**src/rtl/spq_pkg.sv**
```systemverilog
// Shared types and constants for the sorted priority queue.
// Used by spq_cell and sorted_priority_queue_unit; depends on nothing.

package spq_pkg;

   // Default number of cells in the chain.
   localparam int DEFAULT_DEPTH = 16;

   // Field widths.
   localparam int VALUE_W = 32;
   localparam int PRIO_W  = 8;
   localparam int OP_W    = 2;
   localparam int STAT_W  = 2;
   localparam int OCC_W   = 5;

   // Operation codes.
   localparam logic [OP_W-1:0] OP_ENQ = 2'd0;
   localparam logic [OP_W-1:0] OP_DEQ = 2'd1;
   localparam logic [OP_W-1:0] OP_CLR = 2'd2;

   // Status codes.
   localparam logic [STAT_W-1:0] ST_OK    = 2'd0;
   localparam logic [STAT_W-1:0] ST_EMPTY = 2'd1;
   localparam logic [STAT_W-1:0] ST_FULL  = 2'd2;

   // Command broadcast to every cell at once.
   typedef struct packed {
      logic                      enq;
      logic                      deq;
      logic signed [VALUE_W-1:0] value;
      logic [PRIO_W-1:0]         prio;
   } cmd_type;

   // What one cell shows its neighbors.
   typedef struct packed {
      logic                      keep;
      logic signed [VALUE_W-1:0] value;
      logic [PRIO_W-1:0]         prio;
   } link_type;

endpackage

```
**src/rtl/spq_cell.sv**
```systemverilog
// One storage cell of the sorted chain: holds one value and priority pair.
// Depends on spq_pkg for the command and link types.

module spq_cell (
   input  logic              clock,
   input  logic              occupied,
   input  spq_pkg::cmd_type  cmd,
   input  spq_pkg::link_type left,
   input  spq_pkg::link_type right,
   output spq_pkg::link_type own
);

   logic signed [spq_pkg::VALUE_W-1:0] value_ff;
   logic signed [spq_pkg::VALUE_W-1:0] value_in;
   logic [spq_pkg::PRIO_W-1:0]         prio_ff;
   logic [spq_pkg::PRIO_W-1:0]         prio_in;
   logic                               keep;

   // A held entry stays put on insert when its priority is not larger than the new one,
   // which places equal priorities in arrival order.
   assign keep = occupied && (prio_ff <= cmd.prio);

   // Next contents: insert point takes the request, cells behind it shift right;
   // a dequeue shifts everything left.
   always_comb begin
      value_in = value_ff;
      prio_in  = prio_ff;
      if (cmd.enq && !keep) begin
         if (left.keep) begin
            value_in = cmd.value;
            prio_in  = cmd.prio;
         end else begin
            value_in = left.value;
            prio_in  = left.prio;
         end
      end else if (cmd.deq) begin
         value_in = right.value;
         prio_in  = right.prio;
      end
   end

   // Payload storage needs no reset.
   always_ff @(posedge clock) begin
      value_ff <= value_in;
      prio_ff  <= prio_in;
   end

   assign own.keep  = keep;
   assign own.value = value_ff;
   assign own.prio  = prio_ff;

endmodule

```
**src/rtl/sorted_priority_queue_unit.sv**
```systemverilog
// Top level of the sorted priority queue: request and response handshakes,
// entry count and the chain of spq_cell instances. Depends on spq_pkg and spq_cell.

// The queue holds up to DEPTH value and priority pairs in a row of cells kept in
// ascending priority order, so the front cell always holds the next entry to be
// served; equal priorities leave in arrival order. Every request (enqueue,
// dequeue, clear) is handled by all cells in parallel: they compare against the
// new priority at once and shift by one position in the same edge, so one
// request is taken per cycle as long as the response side keeps up. The response
// sits in an output register and appears in the cycle after its request is taken;
// a new request is accepted while that register is empty or being drained.
// Enqueue on a full queue and dequeue on an empty one leave the contents untouched
// and report their status. Occupancy reports the low 5 bits of the count.

module sorted_priority_queue_unit #(
   parameter int DEPTH = spq_pkg::DEFAULT_DEPTH
) (
   input  logic                               clock,
   input  logic                               reset,
   input  logic                               req_valid,
   output logic                               req_ready,
   input  logic [spq_pkg::OP_W-1:0]           req_op,
   input  logic signed [spq_pkg::VALUE_W-1:0] req_value,
   input  logic [spq_pkg::PRIO_W-1:0]         req_priority_req,
   output logic                               rsp_valid,
   input  logic                               rsp_ready,
   output logic [spq_pkg::STAT_W-1:0]         rsp_status,
   output logic signed [spq_pkg::VALUE_W-1:0] rsp_out_value,
   output logic [spq_pkg::PRIO_W-1:0]         rsp_out_priority,
   output logic [spq_pkg::OCC_W-1:0]          rsp_occupancy
);

   localparam int CNT_W = $clog2(DEPTH + 1);

   logic [CNT_W-1:0]                   count_ff;
   logic [CNT_W-1:0]                   count_in;
   logic                               rsp_valid_ff;
   logic                               rsp_valid_in;
   logic [spq_pkg::STAT_W-1:0]         status_ff;
   logic [spq_pkg::STAT_W-1:0]         status_in;
   logic signed [spq_pkg::VALUE_W-1:0] out_value_ff;
   logic signed [spq_pkg::VALUE_W-1:0] out_value_in;
   logic [spq_pkg::PRIO_W-1:0]         out_prio_ff;
   logic [spq_pkg::PRIO_W-1:0]         out_prio_in;
   logic [spq_pkg::OCC_W-1:0]          occ_ff;
   logic [spq_pkg::OCC_W-1:0]          occ_in;

   logic                               accept;
   logic                               is_empty;
   logic                               is_full;
   spq_pkg::cmd_type                   cmd;
   spq_pkg::link_type                  links [DEPTH];
   logic [DEPTH-1:0]                   occupied;

   assign accept    = req_valid && req_ready;
   assign req_ready = !rsp_valid_ff || rsp_ready;
   assign is_empty  = (count_ff == '0);
   assign is_full   = (count_ff == CNT_W'(DEPTH));

   // Command to the chain: only an enqueue when not full and a dequeue when not empty reach it.
   always_comb begin
      cmd.enq   = accept && (req_op == spq_pkg::OP_ENQ) && !is_full;
      cmd.deq   = accept && (req_op == spq_pkg::OP_DEQ) && !is_empty;
      cmd.value = req_value;
      cmd.prio  = req_priority_req;
   end

   // Row of cells; the front cell sees an always-keeping left neighbor and the
   // last cell refills from itself on dequeue (its slot becomes unused anyway).
   for (genvar g = 0; g < DEPTH; g++) begin : g_cell
      spq_pkg::link_type left_link;
      spq_pkg::link_type right_link;

      assign occupied[g] = (CNT_W'(g) < count_ff);

      if (g == 0) begin : g_front
         assign left_link.keep  = 1'b1;
         assign left_link.value = links[g].value;
         assign left_link.prio  = links[g].prio;
      end else begin : g_inner
         assign left_link = links[g-1];
      end

      if (g == DEPTH - 1) begin : g_back
         assign right_link = links[g];
      end else begin : g_mid
         assign right_link = links[g+1];
      end

      spq_cell u_cell (
         .clock    (clock),
         .occupied (occupied[g]),
         .cmd      (cmd),
         .left     (left_link),
         .right    (right_link),
         .own      (links[g])
      );
   end

   // Count and response for the accepted request.
   always_comb begin
      count_in     = count_ff;
      rsp_valid_in = rsp_valid_ff;
      status_in    = status_ff;
      out_value_in = out_value_ff;
      out_prio_in  = out_prio_ff;
      occ_in       = occ_ff;
      if (rsp_valid_ff && rsp_ready) begin
         rsp_valid_in = 1'b0;
      end
      if (accept) begin
         rsp_valid_in = 1'b1;
         status_in    = spq_pkg::ST_OK;
         out_value_in = '0;
         out_prio_in  = '0;
         unique case (req_op)
            spq_pkg::OP_ENQ: begin
               if (is_full) begin
                  status_in = spq_pkg::ST_FULL;
               end else begin
                  count_in = count_ff + CNT_W'(1);
               end
            end
            spq_pkg::OP_DEQ: begin
               if (is_empty) begin
                  status_in = spq_pkg::ST_EMPTY;
               end else begin
                  count_in     = count_ff - CNT_W'(1);
                  out_value_in = links[0].value;
                  out_prio_in  = links[0].prio;
               end
            end
            spq_pkg::OP_CLR: begin
               count_in = '0;
            end
            default: begin
               count_in = count_ff;
            end
         endcase
         occ_in = spq_pkg::OCC_W'(count_in);
      end
   end

   // Control state with reset; response payload without.
   always_ff @(posedge clock) begin
      if (reset) begin
         count_ff     <= '0;
         rsp_valid_ff <= 1'b0;
      end else begin
         count_ff     <= count_in;
         rsp_valid_ff <= rsp_valid_in;
      end
      status_ff    <= status_in;
      out_value_ff <= out_value_in;
      out_prio_ff  <= out_prio_in;
      occ_ff       <= occ_in;
   end

   assign rsp_valid        = rsp_valid_ff;
   assign rsp_status       = status_ff;
   assign rsp_out_value    = out_value_ff;
   assign rsp_out_priority = out_prio_ff;
   assign rsp_occupancy    = occ_ff;

endmodule

```
**config.mk**
```make
export PLATFORM = sky130hd
export DESIGN_NAME = sorted_priority_queue_unit
export DESIGN_NICKNAME = d
export VERILOG_FILES = /design/src/rtl/spq_pkg.sv /design/src/rtl/spq_cell.sv /design/src/rtl/sorted_priority_queue_unit.sv
export SDC_FILE = /design/constraint.sdc
export NUM_CORES = 2
export LEC_CHECK = 0
export BUFFER_PORTS_ARGS = -buffer_cell sky130_fd_sc_hd__buf_2
export CAP_MARGIN = 20
export CORE_UTILIZATION = 40
export CTS_CLUSTER_DIAMETER = 80
export DETAILED_ROUTE_END_ITERATION = 8
export MAX_ROUTING_LAYER = met4
export SYNTH_ARGS = -nofsm -noshare
export SYNTH_HDL_FRONTEND = slang
export SYNTH_SLANG_ARGS = --single-unit
```
**constraint.sdc**
```tcl
create_clock -name clock -period 9.8 [get_ports clock]
set_input_delay 0.49 -clock clock [delete_from_list [all_inputs] [get_ports clock]]
set_output_delay 0.49 -clock clock [all_outputs]
set_load 0.01 [all_outputs]
```
==> qor.txt <==
Initial antenna violation count = 2
Hpwl dp = 65400 µm
Period utilization = 0.486
Crit path kind = in -> reg
Vias/cell = 5.67
PostCTS Resize Cnt = 0
DRC = 0
Synth area leader = edfxtp_1
Power Density = 188 nW/µm²
Antenna-violating nets left = 0
Clk Latency, worst-skew pair = 0.64 ns
Maximum VDD drop = 0.000102 V
Die footprint = 94600 µm²
Overall Global Routing Usage = 0.227
Data required, critical path = 9.91 ns
Clk sink count = 693
Hold buffer count at cts = 0
Area after DPL = 38900 µm²
Top post-synthesis cells by area = edfxtp_1, mux2i_1, nand2_1
Total of max-cap violations = 0
Worst-Margin Slew = 1.14 ns
Routed len/inst = 23.0 µm
Hold WC Path Type = in -> reg
Die width = 308 µm
Post-synthesis sequential area ratio = 0.556
Largest net degree at the start of global routing = 82
Post-Synthesis Cells = 3274
Most frequent cell after synthesis = edfxtp_1
Via count of the first global-routing pass = 25400
Clk slew on worst S/H paths = 0.06 ns
Initial Utilization = 0.405
Die height = 308 µm
Nets@finish = 3440
Ys async rst share = 0
Commonest cells in the netlist = edfxtp_1, nand2_1, mux2i_1, o21ai_0, o21ai_1
Post-Syn Area per Cell = 11.4 µm²
Design area = 41500 µm²
Root Driver = clkbuf_16
Synth Flop Type = edfxtp_1
Post-CTS Setup Repair Bufs = 0
Setup crit start kind = primary input
First-pass GRT wire length = 161000 µm
Setup Total Neg Slack = 0 ns
Num rows = 111
Post-synth top area share = 0.553
Standby leakage power = 0.0160 µW
Synth Cell Area = 37300 µm²
CTS tree = built
Overflow after GRT = 0
TritonCTS buffer count = 79
Synth cell types = 71
Detailed router's first-iteration violation count = 2207
Post-synth net total = 3452
Pins over their slew limit = 0
# IOs = 95
First-pass DRT Iterations = 5
Crit end category = flop
Via count = 25900
Min Clock Period, post-route = 4.77 ns
Outcome = finished clean
Max Freq = 210 MHz
Peak fanout along the critical path = 81
Hold depth = 3
Yosys reg bits = 693
Placed Instances = 4423
Port bufs = 94
Placeable Area = 92100 µm²
Layout area overhead = 11.3%
Yosys warning total = 0
H-tree levels = 3
Final setup violation count = 0
Placer Congestion = 0.877
Final Hold Fails = 0
WL final = 105000 µm
Clock buffer depth = 3
Hold_ws = 0.103 ns
Post-synth EDFFs = 687
Relative slew slack = 0.236
Share of layout cells above drive strength 1 = 0.120
Final std cells w/o fill = 4568
Worst r2r path cells = 6
Unrepaired setup endpoints after global routing = no
Tot Pwr = 7810 µW
Worst Skew = 0.0254 ns
Worst Path Arrival = 4.87 ns
Fillers = 8628
[final cells by class]
cell class              count  area, µm²  area share
flip-flops and latches    693      20700       0.499
repair buffers            157        956      0.0230
inverters                  34        128     0.00307
well taps                1243       1560      0.0374
diodes                      2       5.00    0.000120
multi-input cells        2297      15500       0.374
clock buffers              94       2050      0.0495
clock inverters            48        562      0.0135
[per-stage QoR]
stage          setup slack [ns]   util
6_report                   5.03  0.451
3_3_place_gp               4.45  0.422
3_5_place_dp               4.45  0.422
5_1_grt                    4.78  0.451
2_1_floorplan              4.35      -
4_1_cts                    5.09  0.451
[per-layer routing]
metal / global-route usage / routed length, µm / vias up
li1: - / - / 12100
met1: 0.315 / 49500 / 12900
met2: 0.350 / 47600 / 689
met3: 0.0250 / 4820 / 171
met4: 0.0712 / 2900 / 0
met5: - / 0 / -
[flip-flops by register name, indices dropped and copies added, names as in the netlist]
name	cells
rsp_out_priority	8
rsp_occupancy	5
rsp_status	2
g_cell.u_cell.value_ff	512
count_ff	5
rsp_out_value	32
g_cell.u_cell.prio_ff	128
rsp_valid	1
[layout by cell type, fill, tap and decap left out, types with 39 or more instances in the layout]
cell,count
a21oi_1,178
a31oi_1,42
and2_1,39
buf_2,94
buf_4,62
clkbuf_16,80
edfxtp_1,687
ha_1,132
mux2_2,71
mux2i_1,515
nand2_1,552
nor2_1,102
o21ai_0,287
o21ai_1,184
[power breakdown]
part           total (µW)  internal, µW  switching (µW)
registers            3600          3500             102
logic                1120           396             727
clock network        3080          1790            1290
[path summary, 6_finish.rpt]
| kind | slack [ns] | end | start |
|---|---|---|---|
| min reg2reg | 0.53 | g_cell[14].u_cell.value_ff[11] | g_cell[15].u_cell.value_ff[11] |
| max | 5.03 | g_cell[14].u_cell.prio_ff[0] | req_priority_req[7] |
| max reg2reg | 5.09 | g_cell[14].u_cell.prio_ff[0] | count_ff[2] |
| min | 0.10 | rsp_valid | req_valid |
[critical path: stages]
cell and delay, ns:
buf_2 0.27, inv_1 0.46, ha_1 0.54, nand4_1 0.11
or4b_1 0.58, o221ai_4 0.08, buf_4 0.56, nand2b_4 0.82
nand2_2 0.83
[cell families after synthesis]
group,share of synthesized area
compound gates,0.114
xor+xnor,0.000235
flops,0.556
simple gates,0.0904
buf+inv,0.0350
fa+ha+maj,0.0442
mux,0.160
Power figures use the tool's default switching activity.
